===== src/design/msae_pkg.sv =====
// Package for the SPECIAL-group execute block.
// Holds command, status and function codes, register index constants, the JALR link offset,
// the register file depth, the word type and a sign-extension helper. No dependencies.
package msae_pkg;

  // Command codes of an input request.
  localparam logic [1:0] CMD_EXEC  = 2'd0;
  localparam logic [1:0] CMD_WRITE = 2'd1;
  localparam logic [1:0] CMD_READ  = 2'd2;

  // Status codes of a result.
  localparam logic [1:0] ST_DONE    = 2'd0;
  localparam logic [1:0] ST_UNKNOWN = 2'd1;
  localparam logic [1:0] ST_BREAK   = 2'd2;

  // Direct access indexes of HI and LO.
  localparam logic [5:0] IDX_HI = 6'd32;
  localparam logic [5:0] IDX_LO = 6'd33;

  // Link offset for JALR.
  localparam logic [63:0] LINK_OFFSET = 64'd4;

  // SPECIAL function codes.
  localparam logic [5:0] FN_SLL   = 6'h00;
  localparam logic [5:0] FN_SRL   = 6'h02;
  localparam logic [5:0] FN_SRA   = 6'h03;
  localparam logic [5:0] FN_SLLV  = 6'h04;
  localparam logic [5:0] FN_SRLV  = 6'h06;
  localparam logic [5:0] FN_JR    = 6'h08;
  localparam logic [5:0] FN_JALR  = 6'h09;
  localparam logic [5:0] FN_MOVZ  = 6'h0a;
  localparam logic [5:0] FN_MOVN  = 6'h0b;
  localparam logic [5:0] FN_BREAK = 6'h0d;
  localparam logic [5:0] FN_MFHI  = 6'h10;
  localparam logic [5:0] FN_MTHI  = 6'h11;
  localparam logic [5:0] FN_MFLO  = 6'h12;
  localparam logic [5:0] FN_MTLO  = 6'h13;
  localparam logic [5:0] FN_ADDU  = 6'h21;
  localparam logic [5:0] FN_SUBU  = 6'h23;
  localparam logic [5:0] FN_AND   = 6'h24;
  localparam logic [5:0] FN_OR    = 6'h25;
  localparam logic [5:0] FN_XOR   = 6'h26;
  localparam logic [5:0] FN_SLT   = 6'h2a;
  localparam logic [5:0] FN_SLTU  = 6'h2b;

  // General register file geometry.
  localparam int unsigned GPR_DEPTH = 32;

  typedef logic [63:0] word_t;

  // Sign-extend a 32-bit result to 64 bits.
  function automatic word_t sext32(input logic [31:0] v);
    return {{32{v[31]}}, v};
  endfunction

endpackage


===== src/design/mips_special_alu_execute.sv =====
// Top level of the SPECIAL-group execute block with direct register access.
// Depends on msae_pkg for codes, constants and the sign-extension helper.
//
//  Channel | Direction | Handshake          | Payload
//  in_     | input     | in_valid/in_stall  | command, instruction, pc, reg_index, reg_value
//  out_    | output    | out_valid/out_stall| status, jump_taken, jump_target, delay_slot_pc,
//          |           |                    | reg_written, written_index, written_value,
//          |           |                    | read_value
//
// One request is accepted per cycle while in_stall is low. Acceptance captures the request
// and the registered register file reads at rs and rt (or the direct read index) in the
// execute stage registers; the execute stage then executes, writes back and loads the output
// register once the output register is free or draining.
// A write-back in the same cycle as a read is forwarded to the execute stage operand.
// Reset (rst_n low, synchronous) clears GPR valid bits, HI, LO and all valids.
// When the output is stalled and full, the execute stage holds and in_stall rises.
module mips_special_alu_execute (
  input  logic        clk,
  input  logic        rst_n,
  // Input channel
  input  logic        in_valid,
  output logic        in_stall,
  input  logic [1:0]  in_command,
  input  logic [31:0] in_instruction,
  input  logic [63:0] in_pc,
  input  logic [5:0]  in_reg_index,
  input  logic [63:0] in_reg_value,
  // Result channel
  output logic        out_valid,
  input  logic        out_stall,
  output logic [1:0]  out_status,
  output logic        out_jump_taken,
  output logic [63:0] out_jump_target,
  output logic [63:0] out_delay_slot_pc,
  output logic        out_reg_written,
  output logic [4:0]  out_written_index,
  output logic [63:0] out_written_value,
  output logic [63:0] out_read_value
);

  // Register file storage and per-entry valid bits.
  msae_pkg::word_t gpr_mem [msae_pkg::GPR_DEPTH];
  logic [31:0]     gpr_ok_r;
  msae_pkg::word_t hi_r;
  msae_pkg::word_t lo_r;

  // Execute stage registers.
  logic            s1_v_r;
  logic [1:0]      s1_cmd_r;
  logic [31:0]     s1_ins_r;
  logic [63:0]     s1_pc_r;
  logic [5:0]      s1_ridx_r;
  logic [63:0]     s1_rval_r;
  msae_pkg::word_t rs_raw_r;
  msae_pkg::word_t rt_raw_r;
  logic            rs_ok_r;
  logic            rt_ok_r;
  logic            rs_fwd_r;
  logic            rt_fwd_r;
  msae_pkg::word_t fwd_val_r;

  // Output registers.
  logic            out_v_r;
  logic [1:0]      res_status_r;
  logic            res_jump_r;
  logic [63:0]     res_target_r;
  logic [63:0]     res_dspc_r;
  logic            res_wr_r;
  logic [4:0]      res_widx_r;
  logic [63:0]     res_wval_r;
  logic [63:0]     res_rdval_r;

  // Handshake control.
  logic            s1_go;
  logic            in_acc;
  logic [4:0]      rd_addr_a;
  logic [4:0]      rd_addr_b;

  // Execute-stage decode and results.
  logic [5:0]      fn;
  logic [4:0]      sa;
  logic [4:0]      rd;
  msae_pkg::word_t rs_val;
  msae_pkg::word_t rt_val;
  logic [31:0]     vs;
  logic [31:0]     vt;
  logic [63:0]     vt_dbl;
  logic            wr_req;
  logic [4:0]      wr_idx;
  msae_pkg::word_t wr_val;
  logic            gpr_we;
  logic            hi_we;
  logic            lo_we;
  msae_pkg::word_t hilo_val;
  logic [1:0]      res_status_nxt;
  logic            res_jump_nxt;
  logic [63:0]     res_target_nxt;
  logic [63:0]     res_dspc_nxt;
  logic [63:0]     res_rdval_nxt;

  // The execute stage moves on when the output register is free or draining.
  assign s1_go    = s1_v_r && (!out_v_r || !out_stall);
  assign in_stall = s1_v_r && !s1_go;
  assign in_acc   = in_valid && !in_stall;

  // Port A serves rs, or the direct read index; port B serves rt.
  assign rd_addr_a = (in_command == msae_pkg::CMD_READ) ? in_reg_index[4:0]
                                                        : in_instruction[25:21];
  assign rd_addr_b = in_instruction[20:16];

  // Register file write and registered reads.
  always_ff @(posedge clk) begin
    if (gpr_we) begin
      gpr_mem[wr_idx] <= wr_val;
    end
    if (in_acc) begin
      rs_raw_r <= gpr_mem[rd_addr_a];
      rt_raw_r <= gpr_mem[rd_addr_b];
    end
  end

  // Valid bits: an entry never written reads as zero.
  always_ff @(posedge clk) begin
    if (!rst_n) begin
      gpr_ok_r <= '0;
    end else if (gpr_we) begin
      gpr_ok_r[wr_idx] <= 1'b1;
    end
  end

  // Execute stage capture, with forwarding of a write-back in the same cycle.
  always_ff @(posedge clk) begin
    if (in_acc) begin
      s1_cmd_r  <= in_command;
      s1_ins_r  <= in_instruction;
      s1_pc_r   <= in_pc;
      s1_ridx_r <= in_reg_index;
      s1_rval_r <= in_reg_value;
      rs_ok_r   <= gpr_ok_r[rd_addr_a];
      rt_ok_r   <= gpr_ok_r[rd_addr_b];
      rs_fwd_r  <= gpr_we && (wr_idx == rd_addr_a);
      rt_fwd_r  <= gpr_we && (wr_idx == rd_addr_b);
      fwd_val_r <= wr_val;
    end
  end

  always_ff @(posedge clk) begin
    if (!rst_n) begin
      s1_v_r <= 1'b0;
    end else if (in_acc) begin
      s1_v_r <= 1'b1;
    end else if (s1_go) begin
      s1_v_r <= 1'b0;
    end
  end

  // Operand selection after the registered read.
  assign rs_val = rs_fwd_r ? fwd_val_r : (rs_ok_r ? rs_raw_r : '0);
  assign rt_val = rt_fwd_r ? fwd_val_r : (rt_ok_r ? rt_raw_r : '0);
  assign vs     = rs_val[31:0];
  assign vt     = rt_val[31:0];
  assign vt_dbl = {vt, vt};
  assign fn     = s1_ins_r[5:0];
  assign sa     = s1_ins_r[10:6];
  assign rd     = s1_ins_r[15:11];

  // Command and function decode with result values.
  always_comb begin
    wr_req         = 1'b0;
    wr_idx         = rd;
    wr_val         = '0;
    hi_we          = 1'b0;
    lo_we          = 1'b0;
    hilo_val       = rs_val;
    res_status_nxt = msae_pkg::ST_DONE;
    res_jump_nxt   = 1'b0;
    res_target_nxt = '0;
    res_dspc_nxt   = '0;
    res_rdval_nxt  = '0;
    unique case (s1_cmd_r)
      msae_pkg::CMD_WRITE: begin
        wr_idx   = s1_ridx_r[4:0];
        wr_val   = s1_rval_r;
        hilo_val = s1_rval_r;
        wr_req   = (s1_ridx_r[5] == 1'b0);
        hi_we    = (s1_ridx_r == msae_pkg::IDX_HI);
        lo_we    = (s1_ridx_r == msae_pkg::IDX_LO);
      end
      msae_pkg::CMD_READ: begin
        if (s1_ridx_r[5] == 1'b0) begin
          res_rdval_nxt = rs_val;
        end else if (s1_ridx_r == msae_pkg::IDX_HI) begin
          res_rdval_nxt = hi_r;
        end else if (s1_ridx_r == msae_pkg::IDX_LO) begin
          res_rdval_nxt = lo_r;
        end
      end
      msae_pkg::CMD_EXEC: begin
        unique case (fn)
          msae_pkg::FN_SLL: begin
            wr_req = 1'b1;
            wr_val = msae_pkg::sext32(vt << sa);
          end
          msae_pkg::FN_SRL: begin
            wr_req = 1'b1;
            if (s1_ins_r[21]) begin
              wr_val = msae_pkg::sext32(32'(vt_dbl >> sa));
            end else begin
              wr_val = msae_pkg::sext32(vt >> sa);
            end
          end
          msae_pkg::FN_SRA: begin
            wr_req = 1'b1;
            wr_val = msae_pkg::sext32(32'($signed(vt) >>> sa));
          end
          msae_pkg::FN_SLLV: begin
            wr_req = 1'b1;
            wr_val = msae_pkg::sext32(vt << vs[4:0]);
          end
          msae_pkg::FN_SRLV: begin
            wr_req = 1'b1;
            if (s1_ins_r[6]) begin
              wr_val = msae_pkg::sext32(32'(vt_dbl >> vs[4:0]));
            end else begin
              wr_val = msae_pkg::sext32(vt >> vs[4:0]);
            end
          end
          msae_pkg::FN_JR: begin
            res_jump_nxt   = 1'b1;
            res_target_nxt = rs_val;
            res_dspc_nxt   = s1_pc_r;
          end
          msae_pkg::FN_JALR: begin
            res_jump_nxt   = 1'b1;
            res_target_nxt = rs_val;
            res_dspc_nxt   = s1_pc_r;
            wr_req         = 1'b1;
            wr_val         = s1_pc_r + msae_pkg::LINK_OFFSET;
          end
          msae_pkg::FN_MOVZ: begin
            wr_req = (vt == 32'd0);
            wr_val = msae_pkg::sext32(vs);
          end
          msae_pkg::FN_MOVN: begin
            wr_req = (vt != 32'd0);
            wr_val = msae_pkg::sext32(vs);
          end
          msae_pkg::FN_BREAK: begin
            res_status_nxt = msae_pkg::ST_BREAK;
          end
          msae_pkg::FN_MFHI: begin
            wr_req = 1'b1;
            wr_val = msae_pkg::sext32(hi_r[31:0]);
          end
          msae_pkg::FN_MTHI: begin
            hi_we = 1'b1;
          end
          msae_pkg::FN_MFLO: begin
            wr_req = 1'b1;
            wr_val = msae_pkg::sext32(lo_r[31:0]);
          end
          msae_pkg::FN_MTLO: begin
            lo_we = 1'b1;
          end
          msae_pkg::FN_ADDU: begin
            wr_req = 1'b1;
            wr_val = msae_pkg::sext32(vs + vt);
          end
          msae_pkg::FN_SUBU: begin
            wr_req = 1'b1;
            wr_val = msae_pkg::sext32(vs - vt);
          end
          msae_pkg::FN_AND: begin
            wr_req = 1'b1;
            wr_val = msae_pkg::sext32(vs & vt);
          end
          msae_pkg::FN_OR: begin
            wr_req = 1'b1;
            wr_val = msae_pkg::sext32(vs | vt);
          end
          msae_pkg::FN_XOR: begin
            wr_req = 1'b1;
            wr_val = msae_pkg::sext32(vs ^ vt);
          end
          msae_pkg::FN_SLT: begin
            wr_req = 1'b1;
            wr_val = {63'd0, ($signed(vs) < $signed(vt))};
          end
          msae_pkg::FN_SLTU: begin
            wr_req = 1'b1;
            wr_val = {63'd0, (vs < vt)};
          end
          default: begin
            res_status_nxt = msae_pkg::ST_UNKNOWN;
          end
        endcase
      end
      default: begin
        res_status_nxt = msae_pkg::ST_UNKNOWN;
      end
    endcase
  end

  // Register zero is never written; all writes happen once, as the stage moves on.
  assign gpr_we = s1_go && wr_req && (wr_idx != 5'd0);

  // HI and LO registers.
  always_ff @(posedge clk) begin
    if (!rst_n) begin
      hi_r <= '0;
      lo_r <= '0;
    end else if (s1_go) begin
      if (hi_we) begin
        hi_r <= hilo_val;
      end
      if (lo_we) begin
        lo_r <= hilo_val;
      end
    end
  end

  // Output register valid.
  always_ff @(posedge clk) begin
    if (!rst_n) begin
      out_v_r <= 1'b0;
    end else if (s1_go) begin
      out_v_r <= 1'b1;
    end else if (!out_stall) begin
      out_v_r <= 1'b0;
    end
  end

  // Output register payload.
  always_ff @(posedge clk) begin
    if (s1_go) begin
      res_status_r <= res_status_nxt;
      res_jump_r   <= res_jump_nxt;
      res_target_r <= res_target_nxt;
      res_dspc_r   <= res_dspc_nxt;
      res_wr_r     <= gpr_we;
      res_widx_r   <= gpr_we ? wr_idx : 5'd0;
      res_wval_r   <= gpr_we ? wr_val : '0;
      res_rdval_r  <= res_rdval_nxt;
    end
  end

  assign out_valid         = out_v_r;
  assign out_status        = res_status_r;
  assign out_jump_taken    = res_jump_r;
  assign out_jump_target   = res_target_r;
  assign out_delay_slot_pc = res_dspc_r;
  assign out_reg_written   = res_wr_r;
  assign out_written_index = res_widx_r;
  assign out_written_value = res_wval_r;
  assign out_read_value    = res_rdval_r;

endmodule


===== config.mk =====
export PLATFORM = sky130hd
export DESIGN_NAME = mips_special_alu_execute
export DESIGN_NICKNAME = d
export VERILOG_FILES = /design/src/design/msae_pkg.sv /design/src/design/mips_special_alu_execute.sv
export SDC_FILE = /design/constraint.sdc
export NUM_CORES = 2
export LEC_CHECK = 0
export BUFFER_PORTS_ARGS = -buffer_cell sky130_fd_sc_hd__buf_2
export CAP_MARGIN = 10
export CORE_MARGIN = 2
export CORE_UTILIZATION = 25
export DETAILED_ROUTE_END_ITERATION = 8
export PLACE_DENSITY = 0.38
export SLEW_MARGIN = 20
export SYNTH_ARGS = -nofsm -noshare
export SYNTH_HDL_FRONTEND = slang
export SYNTH_SLANG_ARGS = --single-unit

===== constraint.sdc =====
create_clock -name clk -period 32.7 [get_ports clk]
set_clock_uncertainty 0.2 [all_clocks]
set_input_delay 4.905 -clock clk [delete_from_list [all_inputs] [get_ports clk]]
set_output_delay 4.905 -clock clk [all_outputs]
set_load 0.03 [all_outputs]

# ---- Yosys cells after proc, flatten, opt, wreduce, memory -nomap -nowiden
# Memories as Yosys holds them, arrays and structs flattened. A register that Yosys moved wholly into a read port is not among the register bits.
# Cells that the tools add are included.
dict set report totals {
  reg_bits 653
  ram_bits 2048
  input_bits 172
  output_inout_bits 267
  wordCells 135
  memories 1
}
# memory words word_bits read_ports rd_ports_with_merged_regs wr line_no
set mem_list {}
lappend mem_list {gpr_mem 32 64 2 2 1 mips_special_alu_execute.sv:42} ;# msae_pkg::word_t gpr_mem [msae_pkg::GPR_DEPTH];
dict set report classes {
  addsub 3
  n_lt_le_gt_ge 6
  eq_ne 28
  shifts 7
  mux 35
  bitwise 5
  reduce_logical 27
}
# op n
set op_table {}
lappend op_table {{case mux 64 bit (16 select lines)} 1}
lappend op_table {{two-way mux 64 bit} 8}
lappend op_table {{case mux 64 bit (2 select lines)} 1}
lappend op_table {{>> shifter 64 x 5 -> 32 bit} 2}
lappend op_table {{adder 64 x 3 -> 64 bit (second input constant)} 1}
lappend op_table {{less-than comparator 32 bit} 2}
lappend op_table {{two-way mux 32 bit} 2}
lappend op_table {{bitwise OR 32 bit} 2}
lappend op_table {{<< shifter 32 x 5 -> 32 bit} 2}
lappend op_table {{>> shifter 32 x 5 -> 32 bit} 2}
lappend op_table {{== test 6 bit (second input constant)} 9}
lappend op_table {{adder 32 bit} 1}
lappend op_table {{bitwise AND 32 bit} 1}
lappend op_table {{logical NOT 32 bit} 1}
lappend op_table {{nonzero test 32 bit} 1}
lappend op_table {{>>> shifter 32 x 5 -> 32 bit} 1}
lappend op_table {{subtractor 32 bit} 1}
lappend op_table {{bitwise XOR 32 bit} 1}
lappend op_table {{== test 6 x 4 -> 1 bit (second input constant)} 5}
lappend op_table {{== test 6 x 5 -> 1 bit (second input constant)} 4}
lappend op_table {{OR reduction 20 bit} 1}
lappend op_table {{less-than comparator 5 x 6 -> 1 bit (second input constant)} 3}
lappend op_table {{OR reduction 15 bit} 1}
lappend op_table {{== test 6 x 2 -> 1 bit (second input constant)} 2}
lappend op_table {{23 further kinds} 56}

# ---- Logic depth before layout (Yosys ltp)
dict set report depth {
  depth_word 9
  mapped_depth 22
  mapped_depth_nobuf 15
}

# ---- Worst setup path after synthesis
# No wires, ideal clock.
dict set report synth_path {
  path_type {input to register}
  startpoint {in out_stall}
  endpoint {mem gpr_mem[19][0] (netlist bit), enable pin}
  setup_time_ns 0.567
  t_arrival_ns 25.021
  t_required_ns 31.933
  path_slack_ns 6.912
  cell_stages 3
  n_path_buf 0
  cell_sequence {a21boi_1 nand3_1 nor3_1}
}
dict set report synth_via {
  elab_chain_cells 7
}
# element line_no
set synth_rtl {}
lappend synth_rtl {{from (decl)} mips_special_alu_execute.sv:30} ;# input logic out_stall,
lappend synth_rtl {{logical NOT 1 bit} --}
lappend synth_rtl {{logical OR 1 bit} mips_special_alu_execute.sv:102} ;# assign s1_go = s1_v_r && (!out_v_r || !out_stall);
lappend synth_rtl {{logical AND 1 bit} mips_special_alu_execute.sv:102}
lappend synth_rtl {{logical AND 1 bit (2 in series)} mips_special_alu_execute.sv:305} ;# assign gpr_we = s1_go && wr_req && (wr_idx != 5'd0);
lappend synth_rtl {{two-way mux 1 bit} mips_special_alu_execute.sv:113} ;# if (gpr_we) begin
lappend synth_rtl {{two-way mux 1 bit (not written as such)} mips_special_alu_execute.sv:114} ;# gpr_mem[wr_idx] <= wr_val;
lappend synth_rtl {{to (decl)} mips_special_alu_execute.sv:42}
# Every way passes these cells.

# ---- Worst setup path after layout
dict set report layout_path {
  startpoint {in out_stall}
  endpoint {out in_stall}
}
dict set report layout_via {
  elab_chain_cells 5
}
# element line_no
set layout_rtl {}
lappend layout_rtl {{logical NOT 1 bit} --}
lappend layout_rtl {{logical OR 1 bit} mips_special_alu_execute.sv:102}
lappend layout_rtl {{logical AND 1 bit} mips_special_alu_execute.sv:102}
lappend layout_rtl {{logical NOT 1 bit} mips_special_alu_execute.sv:103} ;# assign in_stall = s1_v_r && !s1_go;
lappend layout_rtl {{logical AND 1 bit} mips_special_alu_execute.sv:103}
lappend layout_rtl {{to (decl)} mips_special_alu_execute.sv:22} ;# output logic in_stall,
# Every way passes these cells.

==> impl_metrics.csv <==
group,metric,value,unit
route,drt-total-wl,651,mm
place,gp_congestion,0.995,
power_and_ir_drop,ir_worst_vdd,0.0384,mV
logic_synthesis,synthArstFlopShare,0,%
cts,ctsResizeCount,0,
setup_path,r2r_setup_slack,23430,ps
cts,clkTransAtPathRegs,50,ps
setup_path,r2r_end,"gpr_mem[14][57]",
timing,worst_pin_slew,1390,ps
logic_synthesis,synth-compound-area-share,7.91,%
route,num_vias,93100,
worst_hold_path,hp-class,"reg -> reg",
floorplan,rows,269,
grt,grt_max_degree,105,
timing,min_period,10620,ps
logic_synthesis,synth.area.top_cells,"edfxtp_1 59%, mux4_2 15%, nand2_1 3.5%",
logic_synthesis,ys_types,117,
route,ant_nets,0,
place,place_area,0.147,sq mm
cells_and_area,fin_area,0.158,sq mm
route,drtIter0Drc,10700,
cts,clock-root-buffer,"clkbuf_16",
power_and_ir_drop,clockPowerShare,41.6,%
power_and_ir_drop,p_sw,2390,uW
logic_synthesis,synth_edf_count,2630,
timing,slew_headroom,5.03,%
cts,cts_setup_buffers,0,
logic_synthesis,yosys.area_share.simple,9.21,%
floorplan,num_io_pins,439,
timing,period_share,32.5,%
logic_synthesis,yosys-top-cells-count,"2,630 x edfxtp_1, 1,256 x nand2_1, 911 x mux4_2, 460 x nand3_1, 396 x clkbuf_1",
route,vias_per_cell,5.40,
logic_synthesis,synthXorXnorAreaFrac,0.547,%
grt,grt_pass1_vias,93000,
cells_and_area,areaGrowthSynthToFinish,17.3,%
timing,drv_slew,0,
cts,insertion_delay,990,ps
worst_hold_path,holdPathStages,2,
logic_synthesis,synthDominantCellAreaShare,58.7,%
logic_synthesis,ys_seq_area_share,61.1,%
floorplan,die_x,738,um
setup_path,worstPathMaxFanout,3,
power_and_ir_drop,swShare,27.1,%
worst_hold_path,min_to,"lo_r[32]",
setup_path,critical_path_required,27590,ps
logic_synthesis,yosys.cell_count.top_type,"edfxtp_1",
logic_synthesis,ys.flop_type,"edfxtp_1",
timing,worst_hold_slack,268,ps
power_and_ir_drop,powerDensity,55.9,mW/mm^2
logic_synthesis,yosysWarnings,0,
timing,tns,0,ps
grt,grt-ovfl-total,0,
cts,cts_tree,"done",
power_and_ir_drop,p_leak,0.0514,uW
route,dr.pass1.iters,6,
cts,numCtsBuffers,324,
power_and_ir_drop,seq_power_share,45.6,%
status,status,"complete, no violations",
cts,htreeDepth,5,
power_and_ir_drop,combPwrFrac,12.8,%
setup_path,reg2reg_depth,18,
cells_and_area,final_nets,10100,
worst_hold_path,min_from,"lo_r[32]",
cells_and_area,drive_gt1_share,25.3,%
logic_synthesis,synth_seq_cells,2792,
logic_synthesis,synth_top_family_by_area,"multiplexers",
cts,cts_sinks,2792,
grt,track_usage,23.2,%
power_and_ir_drop,finalPower,8810,uW
cts,ctsHoldBuffers,0,
logic_synthesis,netlist.top_cell.by_area,"edfxtp_1",
power_and_ir_drop,internal-power,6420,uW
timing,hold_viol_final,0,
floorplan,die-area,0.544,sq mm
floorplan,fp.dieH,738,um
place,dp_hpwl,437,mm
route,drcViolationCount,0,
setup_path,endpoint_kind,"output port",
route,detail_route.wl_per_cell,37.8,um
logic_synthesis,synth.area.mux_share,17.5,%
setup_path,start_kind,"input port",
logic_synthesis,netlist_instances,9220,
grt,antenna_found_initial,89,
timing,max_freq,94.1,MHz
cts,clock_path_buffers,4,
logic_synthesis,synth_area,0.135,sq mm
logic_synthesis,avgSynthCellArea,14.6,sq um
logic_synthesis,synth_fa_ha_area_share,1.05,%
setup_path,worstSetupPathType,"in -> out",
setup_path,worstPathArrival,5520,ps
place,portBuffers,432,
setup_path,reg2reg_from,"rt_fwd_r",
floorplan,core_region_area,0.536,sq mm
grt,grt_pass1_wl,865,mm
timing,rsz0062_at_grt,"false",
timing,final-setup-viol-count,0,
job,maxCapViolations,0,
floorplan,start_util,25.1,%
## metal layers
layer / up-vias / routed length, um / track usage [%]
met2: 4021 / 303000 / 37.5
met1: 50500 / 275000 / 31.0
met4: 10 / 34600 / 10.6
met5: - / 62 / 0
met3: 910 / 38500 / 3.19
li1: 37700 / - / -
## how the worst max path moves through the flow
stage               depth (start not counted)  slack (ps)              to     startpoint
finish                                      3       22080        in_stall      out_stall
global route                               14       21660    rs_raw_r[53]  in_command[0]
CTS                                        14       22010    rs_raw_r[53]  in_command[0]
detailed placement                         14       20970    rs_raw_r[53]  in_command[0]
global placement                           14       20980    rs_raw_r[63]  in_command[0]
floorplan                                   3        6910  gpr_mem[19][0]      out_stall
## area by class of cell
type                       instances  area, sq um
fill                           53800       378000
sequential                      2792        82200
multi-input combinational       5668        49900
tap                             7181         8980
clock buffer                     412         8640
timing repair buffer             835         5440
clock inverter                   172         1870
inverter                         151          568
antenna                           43          108
## power by group through the flow
stage | Clock (uW) | Combinational [uW] | Sequential, uW
after floorplan | 0 | 602 | 4100
final | 3660 | 1130 | 4020
after global routing | 3890 | 1170 | 4020
after detailed placement | 0 | 1120 | 4090
after CTS | 3760 | 1120 | 4020
after global placement | 0 | 1120 | 4090
## worst max-delay path, stage by stage
cell    delay (ps)
buf_2          120
and3_1         260
buf_2          230
## kinds of logic after synthesis
| kind of cell | Yosys count |
|---|---|
| other cells | 1 |
| mux | 1207 |
| flops | 2792 |
| buf+inv | 823 |
| xor+xnor | 84 |
| compound gates | 1537 |
| fa+ha+maj | 112 |
| simple gates | 2664 |
## cell usage in the layout (no fill, tap or decap), types with 205 or more instances in the layout
master	netlist	layout
clkbuf_16	0	327
nand3_1	460	459
nand2_1	1256	1245
nor2_1	349	319
edfxtp_1	2630	2630
buf_4	13	391
o21ai_0	245	242
mux2i_1	212	205
mux4_2	911	911
a21oi_1	258	226
buf_2	95	426
## stage by stage
stage	std cells	util, %	worst slack (ps)
6_report	17300	29.4	22080
5_1_grt	17200	29.4	21660
4_1_cts	17200	29.4	22010
3_5_place_dp	16600	27.4	20970
3_3_place_gp	16600	27.4	20980
2_1_floorplan	9283	-	6910
## sequential cells by signal, indices dropped and copies added, names as in the netlist, 2 cells and up
register,count
fwd_val_r,64
gpr_mem,2048
gpr_ok_r,32
hi_r,64
lo_r,64
out_delay_slot_pc,64
out_jump_target,64
out_read_value,64
out_status,2
out_written_index,5
out_written_value,64
rs_raw_r,64
rt_raw_r,32
s1_cmd_r,2
s1_ins_r,17
s1_pc_r,64
s1_ridx_r,6
s1_rval_r,64
No activity file was read; power rests on OpenSTA's default activity.
